`config.mk`:
```
export PLATFORM = sky130hd
export DESIGN_NAME = scaled_text_overlay_pixel_gen_core
export DESIGN_NICKNAME = d
export VERILOG_FILES = /design/src/hdl/stopg_pkg.sv /design/src/hdl/scaled_text_overlay_pixel_gen_core.sv
export SDC_FILE = /design/constraint.sdc
export NUM_CORES = 1
export LEC_CHECK = 0
export BUFFER_PORTS_ARGS = -buffer_cell sky130_fd_sc_hd__buf_2
export CORE_MARGIN = 4
export CORE_UTILIZATION = 45
export DETAILED_ROUTE_END_ITERATION = 7
export GPL_ROUTABILITY_DRIVEN = 0
export GPL_TIMING_DRIVEN = 0
export SLEW_MARGIN = 30
export SYNTH_ARGS = -nofsm -noshare
export SYNTH_HDL_FRONTEND = slang
export SYNTH_SLANG_ARGS = --single-unit
```
`constraint.sdc`:
```
create_clock -name i_clk -period 5.6 [get_ports i_clk]
set_input_delay 0.56 -clock i_clk [delete_from_list [all_inputs] [get_ports i_clk]]
set_output_delay 0.56 -clock i_clk [all_outputs]
set_load 0.02 [all_outputs]
```
`src/hdl/stopg_pkg.sv`:
```
`default_nettype none

package stopg_pkg;

    // configuration register indexes
    localparam int CFG_IDX_W = 3;
    localparam int CFG_DATA_W = 16;

    typedef enum logic [CFG_IDX_W-1:0] {
        CFG_ORIGIN_X   = 3'd0,
        CFG_ORIGIN_Y   = 3'd1,
        CFG_SCALE      = 3'd2,
        CFG_LENGTH     = 3'd3,
        CFG_TEXT_COLOR = 3'd4,
        CFG_BORD_COLOR = 3'd5,
        CFG_BACK_COLOR = 3'd6
    } t_cfg_idx;

    // input word kinds
    localparam logic MODE_WRITE = 1'b0;
    localparam logic MODE_PIXEL = 1'b1;

    // register reset values
    localparam logic signed [11:0] RST_ORIGIN_X   = 12'sd13;
    localparam logic signed [11:0] RST_ORIGIN_Y   = 12'sd109;
    localparam logic [3:0]         RST_SCALE      = 4'd3;
    localparam logic [4:0]         RST_LENGTH     = 5'd0;
    localparam logic [15:0]        RST_TEXT_COLOR = 16'hFFE0;
    localparam logic [15:0]        RST_BORD_COLOR = 16'h07FF;
    localparam logic [15:0]        RST_BACK_COLOR = 16'h000F;

    // font geometry
    localparam int GLYPH_COLS  = 5;
    localparam int GLYPH_ROWS  = 7;
    localparam int GLYPH_PITCH = 6;

    // codes that have a glyph
    localparam logic [7:0] CH_BANG = 8'h21;
    localparam logic [7:0] CH_D    = 8'h44;
    localparam logic [7:0] CH_E    = 8'h45;
    localparam logic [7:0] CH_H    = 8'h48;
    localparam logic [7:0] CH_L    = 8'h4C;
    localparam logic [7:0] CH_O    = 8'h4F;
    localparam logic [7:0] CH_R    = 8'h52;
    localparam logic [7:0] CH_W    = 8'h57;

    // five columns of seven dots, column 0 in the low slice, top row in bit 0
    typedef logic [GLYPH_COLS-1:0][GLYPH_ROWS-1:0] t_glyph;

    function automatic t_glyph glyph_cols(input logic [7:0] code);
        t_glyph g;
        case (code)
            CH_BANG: g = {7'h00, 7'h00, 7'h5F, 7'h00, 7'h00};
            CH_D:    g = {7'h1C, 7'h22, 7'h41, 7'h41, 7'h7F};
            CH_E:    g = {7'h41, 7'h49, 7'h49, 7'h49, 7'h7F};
            CH_H:    g = {7'h7F, 7'h08, 7'h08, 7'h08, 7'h7F};
            CH_L:    g = {7'h40, 7'h40, 7'h40, 7'h40, 7'h7F};
            CH_O:    g = {7'h3E, 7'h41, 7'h41, 7'h41, 7'h3E};
            CH_R:    g = {7'h46, 7'h29, 7'h19, 7'h09, 7'h7F};
            CH_W:    g = {7'h3F, 7'h40, 7'h38, 7'h40, 7'h3F};
            default: g = '0;
        endcase
        return g;
    endfunction

endpackage

`default_nettype wire

```
`src/hdl/scaled_text_overlay_pixel_gen_core.sv`:
```
`default_nettype none

// Text overlay pixel generator. Each input word either stores a character code
// into a text slot (mode 0, no result) or asks for the RGB565 color of one pixel
// (mode 1, one result word). The block takes one word every clock while o_ready
// is high (back-pressure from i_ready can hold it low). A pixel result passes
// through the entry stage, loaded by the edge that accepts its word, then one
// pipeline stage per quotient bit of the character-slot divider, a slot-read
// stage and a color stage. Slot writes travel down the same pipeline and take
// effect at the slot-read stage, so every pixel sees exactly the writes accepted
// before it. Configuration writes are always taken (o_cfg_ready is tied high)
// and must be issued with no pixel in flight. Text slots clear to blank on reset
// through per-slot valid flags.
module scaled_text_overlay_pixel_gen_core #(
    parameter int FRAME_WIDTH  = 240,
    parameter int FRAME_HEIGHT = 240,
    parameter int MAX_CHARS    = 16,
    parameter int BORDER_INSET = 8,
    parameter int BORDER_THICK = 3
) (
    input  wire logic                              i_clk,
    input  wire logic                              i_rst_n,
    // input words
    input  wire logic                              i_valid,
    output logic                                   o_ready,
    input  wire logic                              i_mode,
    input  wire logic [3:0]                        i_slot_index,
    input  wire logic [7:0]                        i_char_code,
    input  wire logic [7:0]                        i_pixel_x,
    input  wire logic [7:0]                        i_pixel_y,
    // result words
    output logic                                   o_valid,
    input  wire logic                              i_ready,
    output logic [15:0]                            o_pixel_color,
    output logic                                   o_on_glyph,
    // configuration writes
    input  wire logic                              i_cfg_valid,
    output logic                                   o_cfg_ready,
    input  wire logic [stopg_pkg::CFG_IDX_W-1:0]   i_cfg_index,
    input  wire logic [stopg_pkg::CFG_DATA_W-1:0]  i_cfg_data
);
    import stopg_pkg::*;

    // quotient bits of the slot divider, slot store depth, divider word width
    localparam int QW         = (MAX_CHARS > 1) ? $clog2(MAX_CHARS) : 1;
    localparam int SLOT_DEPTH = 1 << QW;
    localparam int CW         = QW + 13;

    // border box corners
    localparam int OX0 = BORDER_INSET;
    localparam int OX1 = FRAME_WIDTH - BORDER_INSET;
    localparam int OY0 = BORDER_INSET;
    localparam int OY1 = FRAME_HEIGHT - BORDER_INSET;
    localparam int IX0 = OX0 + BORDER_THICK;
    localparam int IX1 = OX1 - BORDER_THICK;
    localparam int IY0 = OY0 + BORDER_THICK;
    localparam int IY1 = OY1 - BORDER_THICK;

    typedef struct packed {
        logic          mode;
        logic [3:0]    wslot;
        logic [7:0]    code;
        logic          miss;
        logic          border;
        logic [CW-1:0] rem;
        logic [QW-1:0] quo;
        logic [11:0]   dy;
        logic [2:0]    row;
    } t_div;

    typedef struct packed {
        logic       mode;
        logic       miss;
        logic       border;
        logic [2:0] row;
        logic [2:0] col;
    } t_chr;

    // configuration registers
    logic signed [11:0] r_text_origin_x;
    logic signed [11:0] r_text_origin_y;
    logic [3:0]         r_glyph_scale;
    logic [4:0]         r_text_length;
    logic [15:0]        r_text_color;
    logic [15:0]        r_border_color;
    logic [15:0]        r_background_color;

    // pipeline
    t_div        r_dv  [QW+1];
    t_div        n_dv  [QW+1];
    logic [QW:0] r_dvv;
    logic [QW:0] en_dv;
    t_chr        r_c;
    t_chr        n_c;
    logic        r_cv;
    logic        en_c;
    logic        en_o;
    logic        r_ov;
    logic [15:0] r_pixel_color;
    logic        r_on_glyph;

    // slot store
    logic [7:0]            r_slot_mem [SLOT_DEPTH];
    logic [SLOT_DEPTH-1:0] r_slot_set;
    logic [7:0]            r_rd_code;
    logic                  r_rd_ok;

    logic [6:0]  pitch;
    logic        s1_miss;
    logic [2:0]  s1_row;
    logic [QW-1:0] waddr;
    logic        wslot_ok;
    t_glyph      glyph;
    logic        dot_hit;

    assign o_cfg_ready   = 1'b1;
    assign o_valid       = r_ov;
    assign o_pixel_color = r_pixel_color;
    assign o_on_glyph    = r_on_glyph;
    assign o_ready       = en_dv[0];

    // configuration write
    always_ff @(posedge i_clk) begin
        if (!i_rst_n) begin
            r_text_origin_x    <= RST_ORIGIN_X;
            r_text_origin_y    <= RST_ORIGIN_Y;
            r_glyph_scale      <= RST_SCALE;
            r_text_length      <= RST_LENGTH;
            r_text_color       <= RST_TEXT_COLOR;
            r_border_color     <= RST_BORD_COLOR;
            r_background_color <= RST_BACK_COLOR;
        end else if (i_cfg_valid) begin
            unique case (i_cfg_index)
                CFG_ORIGIN_X:   r_text_origin_x    <= $signed(i_cfg_data[11:0]);
                CFG_ORIGIN_Y:   r_text_origin_y    <= $signed(i_cfg_data[11:0]);
                CFG_SCALE:      r_glyph_scale      <= i_cfg_data[3:0];
                CFG_LENGTH:     r_text_length      <= i_cfg_data[4:0];
                CFG_TEXT_COLOR: r_text_color       <= i_cfg_data;
                CFG_BORD_COLOR: r_border_color     <= i_cfg_data;
                CFG_BACK_COLOR: r_background_color <= i_cfg_data;
                default: ;
            endcase
        end
    end

    // character pitch in pixels
    assign pitch = 7'(GLYPH_PITCH * r_glyph_scale);

    // stall chain: a stage loads when empty or when its word moves on
    always_comb begin
        en_o = !r_ov || i_ready;
        en_c = !r_cv || en_o;
        en_dv[QW] = !r_dvv[QW] || en_c;
        for (int k = QW - 1; k >= 0; k--) begin
            en_dv[k] = !r_dvv[k] || en_dv[k+1];
        end
    end

    // entry stage: offsets from the text origin, frame and border tests
    always_comb begin
        logic signed [12:0] dx;
        logic signed [12:0] dy;
        logic               in_frame;
        logic               outer;
        logic               inner;
        dx = $signed({5'b0, i_pixel_x}) - $signed({r_text_origin_x[11], r_text_origin_x});
        dy = $signed({5'b0, i_pixel_y}) - $signed({r_text_origin_y[11], r_text_origin_y});
        in_frame = (int'(i_pixel_x) < FRAME_WIDTH) && (int'(i_pixel_y) < FRAME_HEIGHT);
        outer = (int'(i_pixel_x) >= OX0) && (int'(i_pixel_x) < OX1) &&
                (int'(i_pixel_y) >= OY0) && (int'(i_pixel_y) < OY1);
        inner = (int'(i_pixel_x) >= IX0) && (int'(i_pixel_x) < IX1) &&
                (int'(i_pixel_y) >= IY0) && (int'(i_pixel_y) < IY1);
        n_dv[0].mode   = i_mode;
        n_dv[0].wslot  = i_slot_index;
        n_dv[0].code   = i_char_code;
        n_dv[0].miss   = dx[12] || dy[12] || (r_glyph_scale == 4'd0) || !in_frame;
        n_dv[0].border = outer && !inner;
        n_dv[0].rem    = CW'(dx[11:0]);
        n_dv[0].quo    = '0;
        n_dv[0].dy     = dy[11:0];
        n_dv[0].row    = '0;
    end

    // first divider stage also finds the glyph row and the slot overflow
    always_comb begin
        logic [11:0] m;
        s1_row  = '0;
        for (int k = 1; k < GLYPH_ROWS; k++) begin
            m = 12'(k * r_glyph_scale);
            s1_row = s1_row + 3'(r_dv[0].dy >= m);
        end
        m = 12'(GLYPH_ROWS * r_glyph_scale);
        s1_miss = (r_dv[0].dy >= m) || (r_dv[0].rem >= (CW'(pitch) << QW));
    end

    // restoring divider of the column offset by the pitch, one bit per stage
    for (genvar k = 1; k <= QW; k++) begin : g_div
        always_comb begin
            logic [CW-1:0] sh;
            n_dv[k] = r_dv[k-1];
            sh = CW'(pitch) << (QW - k);
            if (r_dv[k-1].rem >= sh) begin
                n_dv[k].rem        = r_dv[k-1].rem - sh;
                n_dv[k].quo[QW-k]  = 1'b1;
            end
            n_dv[k].miss = r_dv[k-1].miss || ((k == 1) ? s1_miss : 1'b0);
            n_dv[k].row  = (k == 1) ? s1_row : r_dv[k-1].row;
        end
    end

    // divider pipeline registers
    always_ff @(posedge i_clk) begin
        if (!i_rst_n) begin
            r_dvv <= '0;
        end else begin
            if (en_dv[0]) begin
                r_dvv[0] <= i_valid;
            end
            for (int k = 1; k <= QW; k++) begin
                if (en_dv[k]) begin
                    r_dvv[k] <= r_dvv[k-1];
                end
            end
        end
    end

    always_ff @(posedge i_clk) begin
        for (int k = 0; k <= QW; k++) begin
            if (en_dv[k]) begin
                r_dv[k] <= n_dv[k];
            end
        end
    end

    // column within the character, slot range check
    always_comb begin
        logic [CW-1:0] m;
        logic          col_miss;
        logic          slot_ok;
        n_c.mode   = r_dv[QW].mode;
        n_c.border = r_dv[QW].border;
        n_c.row    = r_dv[QW].row;
        n_c.col    = '0;
        for (int k = 1; k < GLYPH_COLS; k++) begin
            m = CW'(k * r_glyph_scale);
            n_c.col = n_c.col + 3'(r_dv[QW].rem >= m);
        end
        m = CW'(GLYPH_COLS * r_glyph_scale);
        col_miss = r_dv[QW].rem >= m;
        slot_ok  = (int'(r_dv[QW].quo) < int'(r_text_length)) &&
                   (int'(r_dv[QW].quo) < MAX_CHARS);
        n_c.miss = r_dv[QW].miss || col_miss || !slot_ok;
    end

    assign waddr    = QW'(r_dv[QW].wslot);
    assign wslot_ok = int'(r_dv[QW].wslot) < MAX_CHARS;

    // slot store: writes and reads happen in pipeline order at this stage
    always_ff @(posedge i_clk) begin
        if (en_c && r_dvv[QW]) begin
            if (r_dv[QW].mode == MODE_WRITE) begin
                if (wslot_ok) begin
                    r_slot_mem[waddr] <= r_dv[QW].code;
                end
            end else begin
                r_rd_code <= r_slot_mem[r_dv[QW].quo];
            end
        end
    end

    always_ff @(posedge i_clk) begin
        if (!i_rst_n) begin
            r_slot_set <= '0;
            r_rd_ok    <= 1'b0;
            r_cv       <= 1'b0;
        end else if (en_c) begin
            r_cv <= r_dvv[QW];
            if (r_dvv[QW]) begin
                if (r_dv[QW].mode == MODE_WRITE) begin
                    if (wslot_ok) begin
                        r_slot_set[waddr] <= 1'b1;
                    end
                end else begin
                    r_rd_ok <= r_slot_set[r_dv[QW].quo];
                end
            end
        end
    end

    always_ff @(posedge i_clk) begin
        if (en_c) begin
            r_c <= n_c;
        end
    end

    // glyph lookup
    always_comb begin
        glyph   = glyph_cols(r_rd_code);
        dot_hit = !r_c.miss && r_rd_ok && glyph[r_c.col][r_c.row];
    end

    // color select into the output register
    always_ff @(posedge i_clk) begin
        if (!i_rst_n) begin
            r_ov <= 1'b0;
        end else if (en_o) begin
            r_ov <= r_cv && (r_c.mode == MODE_PIXEL);
        end
    end

    always_ff @(posedge i_clk) begin
        if (en_o) begin
            r_on_glyph <= dot_hit;
            if (dot_hit) begin
                r_pixel_color <= r_text_color;
            end else if (r_c.border) begin
                r_pixel_color <= r_border_color;
            end else begin
                r_pixel_color <= r_background_color;
            end
        end
    end

    // a glyph dot always carries the text color
    a_dot_color: assert property (@(posedge i_clk) disable iff (!i_rst_n)
        o_valid && o_on_glyph |-> o_pixel_color == r_text_color)
        else $error("glyph dot without text color");

    // a pixel that can still hit text leaves the divider with a remainder below the pitch
    a_div_rem: assert property (@(posedge i_clk) disable iff (!i_rst_n)
        r_dvv[QW] && (r_dv[QW].mode == MODE_PIXEL) && !r_dv[QW].miss
        |-> r_dv[QW].rem < CW'(pitch))
        else $error("divider remainder out of range");

    // a stalled divider word is not dropped and keeps its quotient
    a_div_hold: assert property (@(posedge i_clk) disable iff (!i_rst_n)
        r_dvv[QW] && !en_c |=> r_dvv[QW] && $stable(r_dv[QW].quo))
        else $error("stalled divider word lost");

endmodule

`default_nettype wire
```
==> flow_results.org, run 1 <==
** Layout
- The number of antenna diodes in the final layout is 0.
- Number of standard cells in the final layout excluding fillers :: 2407
- Fill cells in the final layout number a little under 4000.
- Net count, final :: 1947
- Area Overhead vs Synth :: 13.5%
- Of the cells placed in the final design, the portion with a size suffix greater than 1 is 0.152.
- Area of all placed cells without fillers :: 0.0240 mm^2

** Worst setup path
- In this design, the stage delay of the slowest critical-path cell is 0.71 ns.
- For the worst flop-to-flop path, the logic depth is 10.
- Capture point of the worst path :: r_dv[0][78]
- Launch point of the worst reg-to-reg path :: r_glyph_scale[2]
- Kind of critical path :: reg -> reg
- The worst register-to-register path has a setup slack of 0.89 ns.
- STA classifies the critical path endpoint as a flop.
- CP bufs+invs :: 2
- Worst R2R End :: r_dv[0][78]
- Startpoint Class :: flop
- Data on the critical path arrives at its endpoint at roughly 5.0 ns.
- The cell family contributing the most delay on the critical path is adder cells.
- Stages on worst setup path :: 10
- Slowest library cell on the worst path :: sky130_fd_sc_hd__nor4b_1
- Critical Path RT :: a little under 6 ns
- Walking the worst path, the cells encountered are inv_1 > ha_1 > xnor2_2 > ha_1 > a21boi_0 > o21ai_0 > a21boi_0 > nor4b_1 > clkbuf_1 > o21ai_0.
- Crit-path max FO :: 11
- Startpoint of the worst setup timing path :: r_glyph_scale[2]

** CTS
- The tree built by TritonCTS fans out to 455 sinks.
- Counting along the longest clock path gives a buffer depth of 3.
- Total of cells resized after clock tree synthesis :: 0
- # hold bufs at CTS :: 0
- For the worst-skew pair, the clock arrives at the later sink with an insertion delay of approximately 0.59 ns.
- The number of setup buffers added after CTS is 0.
- Root cell of the clock tree :: sky130_fd_sc_hd__clkbuf_16
- Clk pin slew, worst setup/hold paths :: 0.06 ns
- CTS built an H-tree with a depth of 2.
- Number of buffers created by CTS :: 48
- TritonCTS built the clock tree.

** Run status
- Run status :: completed

** Placement
- The placed instances occupy a cell area of between 0.02 and 0.025 mm^2.
- Input and output buffers added on the ports amount to 70.
- The HPWL after detailed placement is between 30 and 40 mm.
- The number of placed instances, taps included, is 2317.

** Global routing
- After global routing the overflow that remains totals 0.
- Global-route total usage across every layer :: 0.176
- Number of antenna violations at the first check in global routing :: 0
- Entering global routing, the biggest net connects 41 pins.
- The via count of the first global-routing pass was roughly 13000.
- Global-route wire length before repair :: 70.5 mm

** Floorplan
- Row count :: between 70 and 80
- The die covers roughly 0.05 mm^2.
- The die is around 230 um tall.
- Core area :: 0.0466 mm^2
- I/O pin count :: 73
- For this configuration, the core starts out at a cell density of 0.455.
- The die is approximately 230 um wide.

** Route
- Dividing the detail-routed wire length by the instance count gives about 18 um.
- For this run, design rule violations remaining after detail routing come to 0.
- Total via count after detailed routing :: 12800
- Drt first pass iters :: 5
- Dividing the detail-routed via count by the number of cells gives between 5 and 6.
- In this run the remaining antenna-violating nets after routing total 0.
- Detailed Route WL :: 44.2 mm
- For this block, the initial DRC count from the detailed router was just under 800.

** Timing
- Summed over all failing endpoints, the final setup total negative slack is 0 ns.
- RSZ-0062 raised after global routing :: no
- Final setup fails :: 0
- Worst-margin pin slew :: 0.919 ns
- The number of pins with negative max-slew slack in the final report was 0.
- Across all hold checks on the routed design, the worst slack comes to 0.151 ns.
- Hold Violations, Final :: 0
- Of the available clock period, the critical path in the final layout requires 0.841.
- The worst path needs ~4.7 ns of the cycle, external delays included.
- For this run, the top clock speed supported by timing is approximately 210 MHz.
- Remaining max-slew budget at the tightest pin :: 0.382
- Post-route clock skew :: between 0.015 and 0.02 ns

** Yosys
- Synthesized area per cell :: 13.0 um^2
- Seq cells post-synth :: 455
- Mux cell area share after synthesis :: 0.0753
- Cell Area, Synth :: between 0.02 and 0.025 mm^2
- Simple-Gate Fraction of Synth Area :: 0.111
- sky130_fd_sc_hd__edfxtp_1 is the most common cell in the netlist.
- Counting instances in the post-synthesis netlist gives the leading cell types as sky130_fd_sc_hd__edfxtp_1 (350), sky130_fd_sc_hd__nand2_1 (198), sky130_fd_sc_hd__ha_1 (118).
- Main flop type after synthesis :: sky130_fd_sc_hd__edfxtp_1
- Of the synthesized area, sequential elements account for 0.595.
- Of the total synthesized cell area, the portion taken by XOR and XNOR cells is 0.0223.
- In the synthesized netlist, the number of instances is 1634.
- Synthesis Warnings :: 0
- The number of nets in the synthesized netlist is approximately 1800.
- The fraction of the mapped netlist area in compound gates was 0.0848.
- Largest cells by area after synthesis :: sky130_fd_sc_hd__edfxtp_1 (50%), sky130_fd_sc_hd__dfxtp_1 (9.9%), sky130_fd_sc_hd__ha_1 (7.0%)
- Of the post-synthesis cell area, the dominant cell type holds 0.496.
- Dominant cell type by area after synthesis :: sky130_fd_sc_hd__edfxtp_1
- After synthesis, the netlist uses between 70 and 80 different library cells.
- Share of synthesized cell area in full adder, half adder and majority cells :: 0.0853
- After synthesis, the largest family of logic cells by area is simple AND/OR/NAND/NOR gates.
- Counting flops with a built-in enable in the synthesized netlist gives 350.
- FFs w/ async S/R, synth :: 0

** Pwr
- Leakage power figure :: 9.14 nW
- Power density over the cells :: 365 mW/mm^2
- Maximum vdd drop :: ~0.0003 V
- Total power consumption of the routed design :: about 8.8 mW

** Worst hold path
- The tightest min-delay check is of the in -> reg type.

** Run
- MaxCap Viol Count :: 0
per-layer routing:
layer | track usage | share of wire | up-vias | routed length (um)
met5 | 0 | 0 | - | 0
met2 | 0.299 | 0.50 | 239 | 21900
li1 | - | - | 6286 | -
met3 | 0.0242 | 0.035 | 85 | 1550
met4 | 0.0593 | 0.029 | 0 | 1300
met1 | 0.234 | 0.44 | 6224 | 19400
sequential cells by signal (all words and copies together) (netlist names):
register            cells
r_text_length           5
r_text_origin_y        12
r_slot_mem            128
r_glyph_scale           4
o_pixel_color          16
r_text_origin_x        12
r_rd_ok                 1
r_cv                    1
r_c                     9
r_dv                  188
o_valid                 1
o_on_glyph              1
r_border_color         16
r_dvv                   5
r_slot_set             16
r_rd_code               8
r_background_color     16
r_text_color           16
cells in the final DEF, fill, tap and decap left out, drive strengths merged, types with 21 or more instances in the layout:
master | synthesis | layout
edfxtp | 350 | 350
nand2 | 198 | 198
ha | 118 | 118
dfxtp | 105 | 105
clkbuf | 37 | 103
inv | 95 | 101
nor2 | 90 | 90
buf | 9 | 84
a21boi | 53 | 53
o21ai | 51 | 51
a21oi | 47 | 47
nand3 | 45 | 45
mux4 | 45 | 45
xnor2 | 40 | 40
mux2 | 39 | 39
nor2b | 35 | 35
nand2b | 27 | 27
o21a | 23 | 23
a21o | 21 | 21
nor3 | 21 | 21
stage by stage:
step | util | setup slack [ns]
after floorplan | - | 1.71
after global placement | 0.479 | 0.523
after detailed placement | 0.482 | 0.861
after CTS | 0.516 | 0.833
after global routing | 0.517 | 0.479
final | 0.517 | 0.892
cell families (layout without fill, tap and decap cells):
logic type	count (synthesis)	count (layout)
AND/OR/NAND/NOR	491	491
flip-flops	455	455
AO/OA/AOI/OAI	262	262
buffers and inverters	141	307
adder cells (fa/ha/maj)	135	135
multiplexers	95	95
XOR/XNOR	54	54
other	1	1
cell type report:
type | instances | area, um^2 | share of cell area
Multi-Input combinational cell | 1038 | 8110 | 0.337
Timing Repair Buffer | 76 | 453 | 0.0188
Clock inverter | 25 | 274 | 0.0114
Inverter | 95 | 357 | 0.0148
Sequential cell | 455 | 12600 | 0.524
Tap cell | 607 | 759 | 0.0316
Clock buffer | 65 | 1300 | 0.0539
Buffer | 46 | 191 | 0.00796
worst min path at each step:
stage / from / endpoint / slack, ns / cells past startpoint
CTS: i_char_code[4] / r_dv[0][42] / 0.11 / 1
global route: i_char_code[4] / r_dv[0][42] / 0.13 / 1
global placement: r_dv[0][101] / r_dv[0][152] / 0.40 / 0
detailed placement: r_dv[0][198] / r_dv[0][249] / 0.40 / 0
floorplan: r_dv[0][204] / r_c[3] / 0.40 / 0
finish: i_char_code[4] / r_dv[0][42] / 0.15 / 1
power by group:
| part | leakage (nW) | switching [mW] | internal [mW] |
|---|---|---|---|
| logic | 4.04 | 0.745 | 0.662 |
| clock network | 0.759 | 1.30 | 1.83 |
| registers | 4.34 | 0.227 | 4.00 |
(Power assumes the default switching activity.)
==> run 2, diff against run 1 <==
==> constraint.sdc (replaced) <==
create_clock -name i_clk -period 4.1 [get_ports i_clk]
set_input_delay 0.41 -clock i_clk [delete_from_list [all_inputs] [get_ports i_clk]]
set_output_delay 0.41 -clock i_clk [all_outputs]
set_load 0.02 [all_outputs]
==> flow_results.org, run 2 (synthesized netlist as in run 1, its figures left out) <==
** Layout
- Area Overhead vs Synth :: 15.4%
- In the layout the commonest cells are sky130_fd_sc_hd__edfxtp_1 (350), sky130_fd_sc_hd__nand2_1 (195), sky130_fd_sc_hd__ha_1 (116).
- Largest register FFs :: 188 (unchanged)
- Most common cell after layout, fill and taps aside :: sky130_fd_sc_hd__edfxtp_1
- The register with the most flip-flops in the final layout is r_dv.
- The layout net count came to 1981 (+1.7%).
- Antenna cells :: 0 (unchanged)
- Layout cells sized above 1 :: 0.171 (+0.0195)
- The largest registers in the layout are r_dv: 188 flops, r_slot_mem: 128 flops.

** Pwr
- Total power consumption of the routed design :: 12.0 mW (+37%)
- The largest vdd supply drop is 0.000409 V (+37%).
- Power density over the cells :: 492 mW/mm^2 (+35%)
- The static power due to leakage was 9.30 nW (+1.8%).

** Route
- Number of nets still failing antenna checks after routing :: 0 (unchanged)
- The final wirelength is 44.5 mm (+0.82%).
- The number of DRC markers after the initial detailed-route iteration is 808 (+4.4%).
- Vias per Instance :: 5.31 (-0.42%)
- The via count came to 13000 (+0.99%).
- Routed len/inst :: 18.2 um (-0.58%)
- The number of optimization iterations in the first detailed-route pass came to 5 (unchanged).
- Final routed DRC violation total :: 0 (unchanged)

** CTS
- TritonCTS built the clock tree.
- The clock-pin transition on the worst setup and hold timing paths was 0.06 ns (about the same).
- Depth of the CTS H-tree :: 2 (unchanged)
- The CTS buffer count was 48 (unchanged).
- Maximum clock insertion buffer count :: 3 (unchanged)
- Number of sinks on the clock net :: 455 (unchanged)
- CTS placed an instance of sky130_fd_sc_hd__clkbuf_16 at the clock tree root.
- The clock insertion delay at the later pin of the skew report is 0.58 ns (about the same).

** Floorplan
- Core area :: 0.0466 mm^2 (unchanged)
- Die span in y :: 225 um (unchanged)
- The starting utilization of the core area is 0.455 (unchanged).
- The width of the die is 225 um (unchanged).
- Row count :: 79 (unchanged)
- The die area came to 0.0506 mm^2 (unchanged).
- The top-level port count came to 73 (unchanged).

** Placement
- HPWL Detailed :: 32.0 mm (unchanged)
- IO Port Bufs :: 70 (unchanged)

** Worst setup path
- Broken down by cell family, the worst path's largest delay share belongs to adder cells.
- In this run the critical register-to-register path is launched from r_glyph_scale[3].
- The endpoint identified for the worst register-to-register timing path is r_dv[0][52].
- The required time reported for the critical path endpoint came to 4.42 ns (-1.49 ns).
- Library cell appearing most often on the critical path :: sky130_fd_sc_hd__ha_1
- The arrival time at the worst endpoint is 4.22 ns (-0.80 ns).
- Startpoint Class :: flop
- CP bufs+invs :: 2 (unchanged)
- The reg-to-reg setup timing slack came to 0.20 ns (-0.69 ns).
- The maximum fanout encountered on the critical timing path is 11 (unchanged).
- CP Capture Type :: flop
- Highest cell delay on the worst timing path :: 0.45 ns (-0.26 ns)
- Kind of critical path :: reg -> reg
- CP cell instances :: ha_1 > ha_1 > inv_1 > fa_1 > ha_1 > o21ai_0 > nand2b_1 > maj3_1 > a211oi_2 > fa_1 > inv_1 > ha_1 > fa_1
- Slowest library cell on the worst path :: sky130_fd_sc_hd__dfxtp_4
- The depth of the worst register-to-register path was 13 (+3).

** Timing
- Period utilisation layout :: 0.952 (+0.111)
- The total negative slack was 0 ns (unchanged).
- Remaining max-slew budget at the tightest pin :: 0.371 (-0.0114)
- The minimum clock period was 3.90 ns (-0.807 ns).
- Worst-margin pin slew :: 0.936 ns (+0.0170 ns)
- Hold Violations, Final :: 0 (unchanged)
- Number of max-slew violations in the final report :: 0 (unchanged)
- Setup repair after global routing left no endpoint under its margin.
- The clock skew after layout came to 0.0155 ns (-0.000220 ns).
- The highest attainable clock frequency is 256 MHz (+21%).
- The setup violation total in the final timing report is 0 (unchanged).

** Global routing
- The largest net degree at the start of global routing was 41 (unchanged).
- The total track usage came to 0.177 (+0.00157).
- Number of global-route vias before repair :: 13100 (+0.86%)
- Number of antenna violations at the first check in global routing :: 0 (unchanged)
- Global-route wire length before repair :: 71.1 mm (+0.84%)
- The global-route congestion overflow total was 0 (unchanged).

** Worst hold path
- Hold path startpoint :: i_mode
- The number of instances on the worst hold path was 1 (unchanged).
- The worst hold path terminates at r_dv[0][50].
- The tightest min-delay check is of the in -> reg type.

** Run status
- The flow ran to the end, and the final reports show no timing, DRC or antenna violations.

** Run
- The number of violations of the max-capacitance limit was 0 (unchanged).
==> run 2: layout make-up <==
cell class | instances | area [um^2]
Fill cell | 3890 | 22100
Sequential cell | 455 | 12600
Multi-Input combinational cell | 1038 | 8170
Clock buffer | 65 | 1300
Timing Repair Buffer | 110 | 763
Tap cell | 607 | 759
Inverter | 95 | 375
Clock inverter | 25 | 274
Buffer | 46 | 194
==> run 2: power by group <==
group / switching (mW) / internal (mW) / leakage [nW]
logic: 1.03 / 0.942 / 4.20
clock network: 1.78 / 2.50 / 0.759
registers: 0.313 / 5.46 / 4.34
total: 3.12 / 8.90 / 9.30
==> run 2: metrics by stage <==
stage	std cells	instance area [um^2]	util	worst slack (ns)	hold WS, ns
floorplan	1634	21200	-	0.215	0.400
global placement	2311	22300	0.479	-0.977	0.401
detailed placement	2317	22500	0.482	-0.639	0.405
CTS	2431	24300	0.523	0.00989	0.0115
global route	2441	24500	0.525	0.0189	0.0107
finish	2441	24500	0.525	0.198	0.0330
==> run 2: how the worst max path moves through the flow <==
| stage | start | to | slack [ns] | cells after the start |
|---|---|---|---|---|
| 2_1_floorplan | r_glyph_scale[2] | r_dv[0][52] | 0.21 | 12 |
| 3_3_place_gp | r_glyph_scale[2] | r_dv[0][52] | -0.98 | 12 |
| 3_5_place_dp | r_glyph_scale[2] | r_dv[0][78] | -0.64 | 10 |
| 4_1_cts | r_glyph_scale[0] | r_dv[0][132] | 0.01 | 13 |
| 5_1_grt | r_glyph_scale[1] | r_dv[0][52] | 0.02 | 14 |
| 6_report | r_glyph_scale[3] | r_dv[0][52] | 0.20 | 13 |
==> run 2: timing repair <==
| item | in CTS | in global routing |
|---|---|---|
| gates resized for setup | 18 | 12 |
| pin swaps | 2 | 1 |
| setup endpoints to repair | 56 | 25 |
| hold buffers | 12 | 0 |
| setup buffers | 12 | 10 |
| endpoints found under the hold margin | 12 | 0 |
==> run 2: metal layers <==
metal  share of wire  track usage  routed length [um]  up-vias
met1            0.44        0.237               19400     6274
met4           0.028       0.0565                1240        0
met3           0.036       0.0232                1620       83
met5               0            0                   0        -
li1                -            -                   -     6358
met2            0.50        0.304               22300      246
==> run 2: worst register-to-register path, cell delays in order, from the launching register on <==
cell                       delay, ns
sky130_fd_sc_hd__dfxtp_4        0.45
sky130_fd_sc_hd__ha_1           0.27
sky130_fd_sc_hd__ha_1           0.22
sky130_fd_sc_hd__inv_1          0.07
sky130_fd_sc_hd__fa_1           0.45
sky130_fd_sc_hd__ha_1           0.30
sky130_fd_sc_hd__o21ai_0        0.09
sky130_fd_sc_hd__nand2b_1       0.08
sky130_fd_sc_hd__maj3_1         0.37
sky130_fd_sc_hd__a211oi_2       0.26
sky130_fd_sc_hd__fa_1           0.44
sky130_fd_sc_hd__inv_1          0.07
sky130_fd_sc_hd__ha_1           0.16
sky130_fd_sc_hd__fa_1           0.43
==> run 3, diff against run 2 <==
--- a/config.mk
+++ b/config.mk
@@ -6,8 +6,9 @@
 export NUM_CORES = 1
 export LEC_CHECK = 0
 export BUFFER_PORTS_ARGS = -buffer_cell sky130_fd_sc_hd__buf_2
+export CORE_ASPECT_RATIO = 2
 export CORE_MARGIN = 4
-export CORE_UTILIZATION = 45
+export CORE_UTILIZATION = 38
 export DETAILED_ROUTE_END_ITERATION = 7
 export GPL_ROUTABILITY_DRIVEN = 0
 export GPL_TIMING_DRIVEN = 0
==> flow_results.org, run 3 (synthesized netlist as in run 1, its figures left out) <==
** Route
- The sum of met2 wire segment lengths after detailed routing was 28.8 mm (+29%).
- The detailed-route vias per instance was 5.12 (-3.6%).
- The length of routed wiring on met1 was 16.2 mm (-17%).
- The via count was 13100 (+0.72%).
- Number of nets still failing antenna checks after routing :: 0 (unchanged)
- The met3 routed wirelength came to 1.27 mm (-22%).
- The number of DRC markers after the initial detailed-route iteration came to 605 (-25%).
- The number of optimization iterations in the first detailed-route pass was 5 (unchanged).
- Final routed DRC violation total :: 0 (unchanged)
- Detailed Route WL :: 48.6 mm (+9.1%)
- Max layer used :: met4
- Routed len/inst :: 19.0 um (+4.4%)

** Run status
- The run finished with clean final reports.

** Worst setup path
- The arrival time at the worst endpoint is 4.27 ns (+0.05 ns).
- Crit-path max FO :: 7 (-4)
- The critical path goes through clkinvlp_4 > buf_4 > ha_1 > a21boi_0 > o21ai_0 > nand2b_1 > a2111oi_1 > fa_1 > fa_1 > inv_1 > ha_1 > fa_1.
- The critical path in this run is classified as reg -> reg.
- Critical Path RT :: 4.41 ns (about the same)
- CP Capture Type :: flop
- Highest cell delay on the worst timing path :: 0.55 ns (+0.10 ns)
- For this design, the slowest cell found on the critical path is sky130_fd_sc_hd__fa_1.
- CP bufs+invs :: 3 (+1)
- STA classifies the critical path startpoint as a flop.
- Library cell appearing most often on the critical path :: sky130_fd_sc_hd__fa_1
- Crit-path leading delay family :: adder cells

** Layout
- The filler cell count in the final layout was 5080 (+31%).
- Number of standard cells in the final layout excluding fillers :: 2551 (+4.5%)
- The area growth from synthesis to layout is 14.6%.
- Net count, final :: 1963 (-0.91%)
- Antenna cells :: 0 (unchanged)
- Most frequent cells in the layout :: sky130_fd_sc_hd__edfxtp_1 (350), sky130_fd_sc_hd__nand2_1 (195), sky130_fd_sc_hd__ha_1 (117)
- Ranked by flip-flop count, first place goes to r_dv.
- Largest register FFs :: 188 (unchanged)
- Area of all placed cells without fillers :: 0.0243 mm^2 (-0.70%)
- The largest registers in the layout are r_dv: 188 flops, r_slot_mem: 128 flops.
- The fraction of layout cells with a size suffix above 1 came to 0.164 (-0.00685).
- Most common cell after layout, fill and taps aside :: sky130_fd_sc_hd__edfxtp_1

** Pwr
- Maximum vdd drop :: 0.000336 V (-18%)
- Clock share of power :: 0.332 (-0.024)
- Switching portion of total power :: 0.270 (+0.0104)
- Leakage power figure :: 9.14 nW (-1.7%)
- The ratio of total power to cell area came to 480 mW/mm^2 (-2.3%).
- The fraction of power consumed by combinational cells came to 0.172 (+0.008).
- Flop pwr share :: 0.496 (+0.016)
- The switching power is 3.15 mW (+0.89%).
- Total power consumption of the routed design :: 11.7 mW (-3.0%)
- Internal cell power :: 8.52 mW (-4.4%)

** Timing
- The minimum clock period came to 3.96 ns (+0.0618 ns).
- Worst-margin pin slew :: 0.965 ns (+0.0287 ns)
- Number of max-slew violations in the final report :: 0 (unchanged)
- The final-report hold violation count came to 0 (unchanged).
- RSZ-0062 raised after global routing :: no
- Fmax :: 252 MHz (-1.6%)
- Final setup fails :: 0 (unchanged)
- Remaining max-slew budget at the tightest pin :: 0.354 (-0.0167)
- The final worst-path cycle share is 0.967 (+0.0151).
- The clock skew after layout came to 0.0241 ns (+0.00859 ns).
- Worst-case hold slack :: 0.0243 ns (-0.00862 ns)

** Global routing
- Number of antenna violations at the first check in global routing :: 0 (unchanged)
- The via count of the first global-routing pass is 13800 (+5.9%).
- The total track usage came to 0.163 (-0.0143).
- The global-route wire length before repair came to 76.0 mm (+6.9%).
- Total congestion overflow after global routing :: 0 (unchanged)
- Pin count of the biggest net entering global routing :: 41 (unchanged)

** Floorplan
- The area of the core region was 0.0553 mm^2 (+19%).
- The width of the die came to 175 um (-22%).
- The vertical die dimension was 342 um (+52%).
- Row count :: 122 (+54%)
- The starting utilization of the core area is 0.384 (-0.0717).
- Die area :: 0.0598 mm^2 (+18%)
- The top-level port count was 73 (unchanged).

** CTS
- Number of buffers created by CTS :: 40 (-17%)
- The clock-pin transition on the worst setup and hold timing paths was 0.07 ns (about the same).
- In this run the clock root is driven by a sky130_fd_sc_hd__clkbuf_16.
- Clock tree from TritonCTS :: done
- The count of clock tree sinks was 455 (unchanged).
- Clock latency of the later-clocked register in the worst-skew pair :: 0.57 ns (about the same)
- Depth of the CTS H-tree :: 2 (unchanged)
- The number of buffers on the longest clock path was 3 (unchanged).

** Placement
- Placement-stage cell area :: 0.0226 mm^2 (+0.81%)
- IO Port Bufs :: 70 (unchanged)
- HPWL Detailed :: 35.9 mm (+12%)
- The count of placed standard cells including taps was 2455 (+6.0%).

** Run
- The number of violations of the max-capacitance limit is 0 (unchanged).

** Worst hold path
- The path class of the tightest hold or removal check is in -> reg.
[run 3: area by class of cell]
type / count / area, um^2 / share of cell area
multi-input combinational: 1038 / 8170 / 0.336
clock buffer: 48 / 1040 / 0.0429
buffer: 46 / 195 / 0.00803
tap: 744 / 931 / 0.0383
inverter: 95 / 375 / 0.0155
timing repair buffer: 100 / 652 / 0.0268
sequential: 455 / 12600 / 0.520
clock inverter: 25 / 300 / 0.0124
[run 3: path summary, 6_finish.rpt]
kind,slack (ns),end,cells after the start,start
worst max-delay path,0.14,r_dv[0][52],12,r_glyph_scale[1]
worst min register to register,0.41,r_c[6],0,r_dv[0][240]
worst min-delay path,0.02,r_dv[0][42],1,i_char_code[4]
worst max register to register,0.14,r_dv[0][52],12,r_glyph_scale[1]
[run 3: worst register-to-register path, delay by kind of cell (launching register included)]
family	cells	cell delay, ns
AO/OA/AOI/OAI	3	0.80
adder cells (fa/ha/maj)	5	2.01
buffers and inverters	3	0.38
AND/OR/NAND/NOR	1	0.08
flip-flops	1	0.46
[run 3: timing repair]
action / CTS / global route
setup endpoints to repair: 58 / 27
pin swaps: 1 / 1
endpoints found under the hold margin: 9 / 0
resized for setup: 18 / 15
buffers inserted: 14 / 0
hold buffers: 9 / 0
[run 3: through the flow]
stage / TNS, ns / setup slack (ns) / util
finish: 0 / 0.136 / 0.440
global route: 0 / 0.0163 / 0.440
CTS: 0 / 0.0102 / 0.439
detailed placement: -23.09 / -0.844 / 0.410
global placement: -39.73 / -1.10 / 0.407
floorplan: 0 / 0.215 / -
[run 3: metal layers]
metal	track usage	vias up
li1	-	6294
met2	0.334	244
met3	0.0159	111
met4	0.0791	0
met5	0	-
met1	0.158	6405
[run 3: power groups by stage]
| stage | Sequential (mW) | Clock (mW) | Combinational (mW) |
|---|---|---|---|
| 6_report | 5.79 | 3.87 | 2.01 |
| 5_1_grt | 5.84 | 4.14 | 2.29 |
| 3_5_place_dp | 5.89 | 0 | 1.97 |
| 3_3_place_gp | 5.87 | 0 | 1.90 |
| 4_1_cts | 5.79 | 3.97 | 2.01 |
| 2_1_floorplan | 5.76 | 0 | 1.48 |
